--- src/rtl/core/mlps_pkg.sv ---
// Shared types and constants of the MIDI loop playback sequencer.
// Used by mlps_ctrl, mlps_dp and the top level; depends on nothing.
`default_nettype none

package mlps_pkg;

  // Store depth and derived widths.
  localparam int EVENT_DEPTH = 64;
  localparam int ADDR_W      = $clog2(EVENT_DEPTH);
  localparam int CNT_W       = ADDR_W + 1;

  // Field widths.
  localparam int TIME_W   = 24;
  localparam int FRAC_W   = 16;
  localparam int POS_W    = TIME_W + FRAC_W;
  localparam int OFFSET_W = 13;
  localparam int CMD_W    = 3;
  localparam int CFG_IDX_W = 1;

  // MIDI status decoding for note-off events.
  localparam logic [7:0] STATUS_MASK     = 8'hF0;
  localparam logic [7:0] NOTE_OFF_STATUS = 8'h80;

  // Register reset values and indexes.
  localparam logic [TIME_W-1:0] TEMPO_RESET = 24'd65536;
  localparam logic [CFG_IDX_W-1:0] REG_LOOP_LENGTH = 1'd0;
  localparam logic [CFG_IDX_W-1:0] REG_TEMPO_STEP  = 1'd1;

  typedef enum logic [CMD_W-1:0] {
    CMD_TICK  = 3'd0,
    CMD_START = 3'd1,
    CMD_STOP  = 3'd2,
    CMD_ADD   = 3'd3,
    CMD_CLEAR = 3'd4
  } cmd_code_t;

  typedef enum logic [1:0] {
    MODE_IDLE     = 2'd0,
    MODE_PLAY     = 2'd1,
    MODE_STOPPING = 2'd2
  } mode_t;

  typedef enum logic [1:0] {
    ST_IDLE,
    ST_EVAL,
    ST_FINISH,
    ST_REJECT
  } ctrl_state_t;

  // One stored event.
  typedef struct packed {
    logic [TIME_W-1:0] time_f;
    logic [7:0]        status;
    logic [7:0]        data1;
    logic [7:0]        data2;
    logic [1:0]        size;
  } event_t;

  // Commands from the controller to the datapath.
  typedef struct packed {
    logic start;
    logic stop;
    logic add;
    logic clear;
    logic capture;
    logic rd_en;
    logic rd_next;
    logic step;
    logic take;
    logic out_pend;
    logic out_last;
    logic out_reject;
    logic finish;
  } dp_cmd_t;

  // Status from the datapath to the controller.
  typedef struct packed {
    mode_t mode;
    logic  rp_lt_count;
    logic  more;
    logic  due;
    logic  note_off;
    logic  full;
    logic  pend_valid;
    logic  out_free;
  } dp_sts_t;

endpackage

`default_nettype wire

--- src/rtl/core/mlps_ctrl.sv ---
// Controller state machine of the MIDI loop playback sequencer.
// Depends on mlps_pkg; drives the command struct of mlps_dp.
`default_nettype none

module mlps_ctrl (
  input  logic                              clk,
  input  logic                              rst,
  input  logic                              in_valid,
  output logic                              in_stall,
  input  logic [mlps_pkg::CMD_W-1:0]        command,
  input  mlps_pkg::dp_sts_t                 sts,
  output mlps_pkg::dp_cmd_t                 cmd
);
  import mlps_pkg::*;

  ctrl_state_t state;
  ctrl_state_t state_next;
  logic        accept;
  logic        want;

  // State register.
  always_ff @(posedge clk) begin
    if (rst) begin
      state <= ST_IDLE;
    end else begin
      state <= state_next;
    end
  end

  assign in_stall = (state != ST_IDLE);
  assign accept   = in_valid && !in_stall;

  // An event is wanted when due in play mode, or when it is a note-off while stopping.
  assign want = (sts.mode == MODE_PLAY) ? sts.due : sts.note_off;

  // Next state and commands.
  always_comb begin
    state_next = state;
    cmd        = '0;
    unique case (state)
      ST_IDLE: begin
        if (accept) begin
          unique case (command)
            CMD_TICK: begin
              cmd.capture = 1'b1;
              if (sts.mode == MODE_PLAY || sts.mode == MODE_STOPPING) begin
                if (sts.rp_lt_count) begin
                  cmd.rd_en  = 1'b1;
                  state_next = ST_EVAL;
                end else begin
                  state_next = ST_FINISH;
                end
              end
            end
            CMD_START: cmd.start = 1'b1;
            CMD_STOP:  cmd.stop  = 1'b1;
            CMD_ADD: begin
              if (sts.full) begin
                state_next = ST_REJECT;
              end else begin
                cmd.add = 1'b1;
              end
            end
            CMD_CLEAR: cmd.clear = (sts.mode == MODE_IDLE);
            default: ;
          endcase
        end
      end
      ST_EVAL: begin
        if (sts.mode == MODE_PLAY && !sts.due) begin
          state_next = ST_FINISH;
        end else if (!want || !sts.pend_valid || sts.out_free) begin
          // Move the earlier pending event out before holding this one.
          if (want) begin
            cmd.take     = 1'b1;
            cmd.out_pend = sts.pend_valid;
          end
          cmd.step = 1'b1;
          if (sts.more) begin
            cmd.rd_en   = 1'b1;
            cmd.rd_next = 1'b1;
          end else begin
            state_next = ST_FINISH;
          end
        end
      end
      ST_FINISH: begin
        if (!sts.pend_valid || sts.out_free) begin
          cmd.out_pend = sts.pend_valid;
          cmd.out_last = 1'b1;
          cmd.finish   = 1'b1;
          state_next   = ST_IDLE;
        end
      end
      ST_REJECT: begin
        if (sts.out_free) begin
          cmd.out_reject = 1'b1;
          state_next     = ST_IDLE;
        end
      end
      default: state_next = ST_IDLE;
    endcase
  end

endmodule

`default_nettype wire

--- src/rtl/core/mlps_dp.sv ---
// Datapath of the MIDI loop playback sequencer: event store, play state,
// pending event and output register. Depends on mlps_pkg; driven by mlps_ctrl.
`default_nettype none

module mlps_dp (
  input  logic                                clk,
  input  logic                                rst,
  input  logic                                cfg_valid,
  input  logic [mlps_pkg::CFG_IDX_W-1:0]      cfg_index,
  input  logic [mlps_pkg::TIME_W-1:0]         cfg_data,
  input  logic [mlps_pkg::OFFSET_W-1:0]       frame_offset,
  input  logic                                repeat_req,
  input  logic [mlps_pkg::TIME_W-1:0]         event_time,
  input  logic [7:0]                          event_status,
  input  logic [7:0]                          event_data1,
  input  logic [7:0]                          event_data2,
  input  logic [1:0]                          event_size,
  input  mlps_pkg::dp_cmd_t                   cmd,
  output mlps_pkg::dp_sts_t                   sts,
  output logic                                out_valid,
  input  logic                                out_stall,
  output logic                                result_kind,
  output logic [mlps_pkg::OFFSET_W-1:0]       out_frame_offset,
  output logic [7:0]                          out_status,
  output logic [7:0]                          out_data1,
  output logic [7:0]                          out_data2,
  output logic [1:0]                          out_size,
  output logic                                last
);
  import mlps_pkg::*;

  event_t              mem [EVENT_DEPTH];
  event_t              rd_ev;
  event_t              pend_ev;
  logic                pend_valid;
  logic [TIME_W-1:0]   loop_length;
  logic [TIME_W-1:0]   tempo_step;
  logic [CNT_W-1:0]    event_count;
  logic [CNT_W-1:0]    read_pointer;
  logic [CNT_W-1:0]    rp_inc;
  logic [POS_W-1:0]    play_position;
  mode_t               play_mode;
  logic                loop_forever;
  logic [OFFSET_W-1:0] tick_offset;
  logic [ADDR_W-1:0]   rd_addr;
  logic [POS_W:0]      pos_sum;
  logic                wrap;
  event_t              masked_ev;
  logic                out_free;

  assign rp_inc  = read_pointer + CNT_W'(1);
  assign rd_addr = cmd.rd_next ? rp_inc[ADDR_W-1:0] : read_pointer[ADDR_W-1:0];

  // Position advance and wrap test against the current loop length.
  assign pos_sum = {1'b0, play_position} + {{(POS_W + 1 - TIME_W){1'b0}}, tempo_step};
  assign wrap    = pos_sum >= {1'b0, loop_length, {FRAC_W{1'b0}}};

  // Event store: append at the fill count, read at the read pointer or the entry after it.
  always_ff @(posedge clk) begin
    if (cmd.add) begin
      mem[event_count[ADDR_W-1:0]] <= '{time_f: event_time, status: event_status,
                                        data1: event_data1, data2: event_data2,
                                        size: event_size};
    end
    if (cmd.rd_en) begin
      rd_ev <= mem[rd_addr];
    end
  end

  // Play state, registers and pointers.
  always_ff @(posedge clk) begin
    if (rst) begin
      loop_length   <= '0;
      tempo_step    <= TEMPO_RESET;
      event_count   <= '0;
      read_pointer  <= '0;
      play_position <= '0;
      play_mode     <= MODE_IDLE;
      loop_forever  <= 1'b0;
    end else begin
      if (cfg_valid) begin
        unique case (cfg_index)
          REG_LOOP_LENGTH: loop_length <= cfg_data;
          REG_TEMPO_STEP:  tempo_step  <= cfg_data;
          default: ;
        endcase
      end
      if (cmd.clear) begin
        loop_length   <= '0;
        play_position <= '0;
        read_pointer  <= '0;
        event_count   <= '0;
      end
      if (cmd.start) begin
        if (play_mode == MODE_PLAY) begin
          loop_forever <= repeat_req;
        end else if (play_mode == MODE_IDLE && loop_length != '0) begin
          play_position <= '0;
          read_pointer  <= '0;
          loop_forever  <= repeat_req;
          play_mode     <= MODE_PLAY;
        end
      end
      if (cmd.stop && play_mode == MODE_PLAY) begin
        play_mode <= MODE_STOPPING;
      end
      if (cmd.add) begin
        event_count <= event_count + CNT_W'(1);
      end
      if (cmd.step) begin
        read_pointer <= rp_inc;
      end
      // End of a tick: stopping goes idle, playing advances and maybe wraps.
      if (cmd.finish) begin
        unique case (play_mode)
          MODE_STOPPING: play_mode <= MODE_IDLE;
          MODE_PLAY: begin
            if (wrap) begin
              play_position <= '0;
              read_pointer  <= '0;
              if (!loop_forever) begin
                play_mode <= MODE_IDLE;
              end
            end else begin
              play_position <= pos_sum[POS_W-1:0];
            end
          end
          default: ;
        endcase
      end
    end
  end

  // Tick frame offset.
  always_ff @(posedge clk) begin
    if (cmd.capture) begin
      tick_offset <= frame_offset;
    end
  end

  // Data bytes beyond the event size read as zero.
  always_comb begin
    masked_ev = rd_ev;
    if (rd_ev.size < 2'd2) begin
      masked_ev.data1 = 8'd0;
    end
    if (rd_ev.size < 2'd3) begin
      masked_ev.data2 = 8'd0;
    end
  end

  // Pending event, held until the next emission or the end of the tick.
  always_ff @(posedge clk) begin
    if (rst) begin
      pend_valid <= 1'b0;
    end else if (cmd.take) begin
      pend_valid <= 1'b1;
    end else if (cmd.out_pend) begin
      pend_valid <= 1'b0;
    end
  end

  always_ff @(posedge clk) begin
    if (cmd.take) begin
      pend_ev <= masked_ev;
    end
  end

  // Output register.
  assign out_free = !out_valid || !out_stall;

  always_ff @(posedge clk) begin
    if (rst) begin
      out_valid <= 1'b0;
    end else if (cmd.out_pend || cmd.out_reject) begin
      out_valid <= 1'b1;
    end else if (!out_stall) begin
      out_valid <= 1'b0;
    end
  end

  always_ff @(posedge clk) begin
    if (cmd.out_pend) begin
      result_kind      <= 1'b0;
      out_frame_offset <= tick_offset;
      out_status       <= pend_ev.status;
      out_data1        <= pend_ev.data1;
      out_data2        <= pend_ev.data2;
      out_size         <= pend_ev.size;
      last             <= cmd.out_last;
    end else if (cmd.out_reject) begin
      result_kind      <= 1'b1;
      out_frame_offset <= '0;
      out_status       <= 8'd0;
      out_data1        <= 8'd0;
      out_data2        <= 8'd0;
      out_size         <= 2'd0;
      last             <= 1'b1;
    end
  end

  // Status to the controller.
  always_comb begin
    sts.mode        = play_mode;
    sts.rp_lt_count = read_pointer < event_count;
    sts.more        = rp_inc < event_count;
    sts.due         = {rd_ev.time_f, {FRAC_W{1'b0}}} <= play_position;
    sts.note_off    = (rd_ev.status & STATUS_MASK) == NOTE_OFF_STATUS;
    sts.full        = event_count >= CNT_W'(EVENT_DEPTH);
    sts.pend_valid  = pend_valid;
    sts.out_free    = out_free;
  end

endmodule

`default_nettype wire

--- src/rtl/core/midi_loop_playback_sequencer_unit.sv ---
// Channel    Handshake            Payload
// in         in_valid / in_stall  command, frame_offset, repeat_req, event_*
// out        out_valid / out_stall result_kind, out_frame_offset, out_status..last
// cfg        cfg_valid / cfg_ready cfg_index, cfg_data
//
// Start, stop, clear, a stored add and a tick while idle leave the controller idle; a
// rejected add waits in ST_REJECT for a free output. A playing or stopping tick walks
// the stored events from the read pointer one at a time, set by the single read port of
// the event store, and then ends in ST_FINISH.
// Reset is synchronous; the event store is not cleared, the fill count empties it.
// A stalled output holds the walk until the waiting result is taken.
// Top level; depends on mlps_pkg, mlps_ctrl and mlps_dp.
`default_nettype none

module midi_loop_playback_sequencer_unit (
  input  logic                            clk,
  input  logic                            rst,
  input  logic                            in_valid,
  output logic                            in_stall,
  input  logic [mlps_pkg::CMD_W-1:0]      command,
  input  logic [mlps_pkg::OFFSET_W-1:0]   frame_offset,
  input  logic                            repeat_req,
  input  logic [mlps_pkg::TIME_W-1:0]     event_time,
  input  logic [7:0]                      event_status,
  input  logic [7:0]                      event_data1,
  input  logic [7:0]                      event_data2,
  input  logic [1:0]                      event_size,
  output logic                            out_valid,
  input  logic                            out_stall,
  output logic                            result_kind,
  output logic [mlps_pkg::OFFSET_W-1:0]   out_frame_offset,
  output logic [7:0]                      out_status,
  output logic [7:0]                      out_data1,
  output logic [7:0]                      out_data2,
  output logic [1:0]                      out_size,
  output logic                            last,
  input  logic                            cfg_valid,
  output logic                            cfg_ready,
  input  logic [mlps_pkg::CFG_IDX_W-1:0]  cfg_index,
  input  logic [mlps_pkg::TIME_W-1:0]     cfg_data
);
  import mlps_pkg::*;

  dp_cmd_t cmd;
  dp_sts_t sts;
  logic    cfg_write;

  // Registers are always writable.
  assign cfg_ready = 1'b1;
  assign cfg_write = cfg_valid && cfg_ready;

  mlps_ctrl u_ctrl (
    .clk      (clk),
    .rst      (rst),
    .in_valid (in_valid),
    .in_stall (in_stall),
    .command  (command),
    .sts      (sts),
    .cmd      (cmd)
  );

  mlps_dp u_dp (
    .clk              (clk),
    .rst              (rst),
    .cfg_valid        (cfg_write),
    .cfg_index        (cfg_index),
    .cfg_data         (cfg_data),
    .frame_offset     (frame_offset),
    .repeat_req       (repeat_req),
    .event_time       (event_time),
    .event_status     (event_status),
    .event_data1      (event_data1),
    .event_data2      (event_data2),
    .event_size       (event_size),
    .cmd              (cmd),
    .sts              (sts),
    .out_valid        (out_valid),
    .out_stall        (out_stall),
    .result_kind      (result_kind),
    .out_frame_offset (out_frame_offset),
    .out_status       (out_status),
    .out_data1        (out_data1),
    .out_data2        (out_data2),
    .out_size         (out_size),
    .last             (last)
  );

`ifndef NO_ASSERTIONS
  // No event is left pending once the controller takes new items.
  a_no_pending_idle: assert property (@(posedge clk) disable iff (rst)
    !in_stall |-> !sts.pend_valid)
    else $error("pending event left behind at end of item");

  // A result is never loaded over one that has not been taken.
  a_no_overwrite: assert property (@(posedge clk) disable iff (rst)
    (cmd.out_pend || cmd.out_reject) |-> sts.out_free)
    else $error("output register overwritten");

  // A tick while idle finishes at once.
  a_idle_tick: assert property (@(posedge clk) disable iff (rst)
    (in_valid && !in_stall && command == CMD_TICK && sts.mode == MODE_IDLE) |=> !in_stall)
    else $error("idle tick did not finish at once");
`endif

endmodule

`default_nettype wire

--- config.mk ---
export PLATFORM = sky130hd
export DESIGN_NAME = midi_loop_playback_sequencer_unit
export DESIGN_NICKNAME = d
export VERILOG_FILES = /design/src/rtl/core/mlps_pkg.sv /design/src/rtl/core/mlps_ctrl.sv /design/src/rtl/core/mlps_dp.sv /design/src/rtl/core/midi_loop_playback_sequencer_unit.sv
export SDC_FILE = /design/constraint.sdc
export NUM_CORES = 2
export LEC_CHECK = 0
export BUFFER_PORTS_ARGS = -buffer_cell sky130_fd_sc_hd__buf_2
export CAP_MARGIN = 0
export CORE_MARGIN = 2
export CORE_UTILIZATION = 35
export CTS_CLUSTER_SIZE = 20
export DETAILED_ROUTE_END_ITERATION = 10
export SYNTH_ARGS = -nofsm -noshare
export SYNTH_HDL_FRONTEND = slang
export SYNTH_SLANG_ARGS = --single-unit
--- constraint.sdc ---
create_clock -name clk -period 8.1 [get_ports clk]
set_input_delay 0.405 -clock clk [delete_from_list [all_inputs] [get_ports clk]]
set_output_delay 0.405 -clock clk [all_outputs]
set_load 0.02 [all_outputs]
==> impl.org <==
** Status
- Outcome :: finished clean

** Routing
- The detailed router put a total of approximately 170 mm of wire on met1.
- Drc violations :: 0
- Wire length on met2 :: 206.1 mm
- The detail route stage leaves a number of antenna-violating nets equal to 0.
- DR top layer :: met5
- Before antenna repair, the detailed router went through 6 iterations.
- Routed Wire Length :: 446.6 mm
- Via/cell ratio :: 5.798
- The routed layout has around 89000 vias.
- In the final routed layout, each cell accounts on average for just under 30 microns.
- Count of routing violations after the opening detailed-route iteration :: around 12000
- Met3 routed WL :: 46.61 mm

** Logic synthesis
- Dominant cell by count in the synthesized netlist :: sky130_fd_sc_hd__edfxtp_1
- Register area share after synthesis :: 0.7442
- Cell area after synthesis :: ~140000 sq um
- In the synthesized netlist the async set-or-reset flop fraction comes to 0.
- When the netlist entered floorplanning its net count stood at 9743.
- Synthesis inferred 3439 register bits.
- After synthesis, the cell types taking the most area are sky130_fd_sc_hd__edfxtp_1, sky130_fd_sc_hd__nand2_1, sky130_fd_sc_hd__and3_1.
- Number of distinct library cells after synthesis :: 96
- Cell count after synthesis :: between 9000 and 10000
- The synthesized design spends more area on one cell type than any other, namely sky130_fd_sc_hd__edfxtp_1.
- Most frequent cells after synthesis :: sky130_fd_sc_hd__edfxtp_1, sky130_fd_sc_hd__nand2_1, sky130_fd_sc_hd__and3_1
- The synthesized design contains between 3000 and 4000 enable-type register cells.
- Yosys warns :: 0
- Of the post-synthesis cell area, the dominant cell type holds 0.7281.
- Mean Syn Cell Area :: roughly 14 sq um
- Main synth FF type :: sky130_fd_sc_hd__edfxtp_1

** Floorplan
- Standard-cell row count :: 229
- The die is roughly 630 microns tall.
- Number of ports placed on the die boundary :: approximately 140
- In this run the standard cell core region covers 389700 sq um.
- Area enclosed by the die boundary :: 397300 sq um
- DIE WIDTH :: 630.3 microns
- The initial utilization of the core area, before any placement, comes to 0.3523.

** Cells and area
- Layout cells sized above 1 :: 0.1200
- Combined flip-flop and latch cell area :: 102200 sq um
- Final #Nets :: 9995
- For this run, the share of the core covered by cells in the final layout is 0.4042.
- Area of combinational cells with multiple inputs :: 32660 sq um
- Post-route cell area :: 157500 sq um
- After filler insertion, the fill cell instance count of the layout stands at 35282.
- Area growth syn-to-layout :: 14.72%

** Timing
- Worst clock skew :: 44.88 ps
- Actual transition at the worst max-transition pin :: 1365 ps
- Setup TNS after final layout :: 0 ps
- Shortest period the worst path allows :: 6996 ps
- The worst pin sits at a relative slew slack of 0.08781.
- Number of max-slew violations in the final report :: 0
- Worst hold-check slack :: 77.29 ps
- Final setup violating endpoints :: 0
- RSZ-0062 raised after global routing :: no
- The final number of hold-violating endpoints is 0.
- For this run, the top clock speed supported by timing is around 140 MHz.
- Dividing the final minimum period by the clock period gives 0.8637.

** Clock tree
- CTS tree :: done
- The H-tree was split into 5 levels.
- CTS clk-pin slew, worst paths :: 60 ps
- Cell at the root of the clock tree :: sky130_fd_sc_hd__clkbuf_16
- Clock net sink count :: roughly 3400
- Once the clock tree was built, the setup fixing pass inserted 0 buffers.
- Number of buffers on the longest clock path :: 4
- Clock latency on the worst-skew pair, taken at its later pin, is 950 ps.
- In this run, CTS created clock tree buffers numbering 353.

** Setup path
- Worst-path maximum fanout :: 11
- The worst setup path is launched from a register.
- For flop-to-flop paths, the worst setup slack is 1100 ps.
- Type of the worst setup path :: reg2reg
- Required time at the endpoint of the critical path :: 8890 ps
- Data arrives at the worst endpoint at 7790 ps.
- Sort of element at the end of the critical path :: register

** Pwr
- Post-layout total power :: 0.03793 W
- Reported leakage power :: 52.63 nW
- Across the VDD grid, the largest voltage drop is 176.3 uV.
- Power per cell area :: 240.9 nW/um^2

** Global routing
- The first global-routing pass estimated between 600 and 700 mm of wire.
- The initial antenna violation count was 50.
- Global routing finished with a remaining overflow of 0.
- GRT Resource Usage Total :: 0.2165
- The number of global-route vias before repair came to 83312.
- Maximum number of pins on one net before global-route repair :: 212

** Placement
- DP Wirelength :: 248.1 mm
- After detailed placement, the total cell area comes to 145600 sq um.
- Buffers placed on the I/O ports in this run total 139.
- At the end of routability-driven placement, the weighted congestion stood at about 0.86.

** Run
- Max-cap violations in this run came to 0.

** Min path
- Type of the tightest min-delay check :: in2reg
[per-layer routing]
layer	vias to the layer above	global-route usage
met3	916	0.04141
li1	37285	-
met2	5158	0.3445
met4	32	0.08897
met5	-	0
met1	45439	0.2913
[worst max-delay path: stages, from the launching register on]
cell	delay, ps
sky130_fd_sc_hd__dfxtp_1	320
sky130_fd_sc_hd__ha_1	230
sky130_fd_sc_hd__fa_1	420
sky130_fd_sc_hd__a21o_1	180
sky130_fd_sc_hd__a21oi_1	250
sky130_fd_sc_hd__o21ai_0	210
sky130_fd_sc_hd__a311oi_1	560
sky130_fd_sc_hd__o31a_1	290
sky130_fd_sc_hd__o21bai_1	130
sky130_fd_sc_hd__a31oi_1	180
sky130_fd_sc_hd__buf_4	210
sky130_fd_sc_hd__nor2b_1	80
sky130_fd_sc_hd__xnor2_1	150
sky130_fd_sc_hd__ha_1	310
sky130_fd_sc_hd__nand4_1	170
sky130_fd_sc_hd__nor2_1	140
sky130_fd_sc_hd__nand3_1	140
sky130_fd_sc_hd__or4_1	540
sky130_fd_sc_hd__or4_1	410
sky130_fd_sc_hd__or4b_1	500
sky130_fd_sc_hd__nor4b_1	550
sky130_fd_sc_hd__nor3_1	260
sky130_fd_sc_hd__o21bai_1	490
sky130_fd_sc_hd__nor2_1	110
[flip-flops by register name, indices dropped and copies added (netlist names), 8 cells and up]
signal and cells:
u_dp.loop_length 24, u_dp.masked_ev 34, u_dp.mem 3200, u_dp.out_data1 8, u_dp.out_data2 8, u_dp.out_frame_offset 13, u_dp.out_status 8, u_dp.pend_ev 26
u_dp.play_position 40, u_dp.rd_ev 16, u_dp.tempo_step 24, u_dp.tick_offset 13
[timing repair]
| item | in CTS | in global routing |
|---|---|---|
| endpoints found under the hold margin | 66 | 0 |
| hold buffers | 53 | 0 |
| gates resized for setup | 0 | 0 |
[layout by cell type, fill, tap and decap left out, drive strengths merged, types with 110 or more instances in the layout]
master	count
edfxtp	3329
nand2	1880
and3	649
buf	488
clkbuf	430
a211oi	373
a31oi	341
o21ai	266
nand3	252
o22ai	217
a21oi	211
mux2i	158
nor2	152
clkinv	149
dfxtp	110
[worst paths after layout]
check | startpoint | to | cells after the start
hold / removal | command[1] | u_dp.tick_offset[1]$_DFFE_PP_ | 3
setup reg to reg | u_dp.play_position[0]$_SDFF_PP0_ | u_dp.read_pointer[2]$_SDFF_PP0_ | 23
setup / recovery | u_dp.play_position[0]$_SDFF_PP0_ | u_dp.read_pointer[2]$_SDFF_PP0_ | 23
hold reg to reg | u_dp.masked_ev[20]$_DFFE_PP_ | u_dp.pend_ev[20]$_DFFE_PP_ | 0
[cell type report]
type / count / area share
Antenna cell: 42 / 0.0006673
Inverter: 82 / 0.001954
Sequential cell: 3439 / 0.6487
Tap cell: 5197 / 0.04129
Multi-Input combinational cell: 5386 / 0.2074
Clock buffer: 430 / 0.05920
Clock inverter: 204 / 0.01204
Timing Repair Buffer: 541 / 0.02876
[power breakdown]
part	internal (W)	switching (W)
registers	0.0195	0.0000243
clock network	0.00912	0.00685
logic	0.000800	0.00161
total	0.0295	0.00848
[metrics by stage]
stage | setup WS, ps | std cells
floorplan | 2090 | 9551
global placement | 1151 | 14591
detailed placement | 1149 | 14591
CTS | 1121 | 15278
global route | 632.7 | 15315
finish | 1104 | 15321
[cell families (layout without fill, tap and decap cells)]
family / Yosys count / after routing / share of synthesized area
buf+inv: 726 / 1257 / 0.02296
fa+ha+maj: 95 / 95 / 0.008713
xor+xnor: 42 / 42 / 0.002789
mux: 266 / 266 / 0.02833
other cells: 1 / 43 / 0.00002731
simple gates: 3282 / 3282 / 0.1107
compound gates: 1700 / 1700 / 0.08231
flops: 3439 / 3439 / 0.7442
Note: power is estimated with default switching activity, not from simulation.
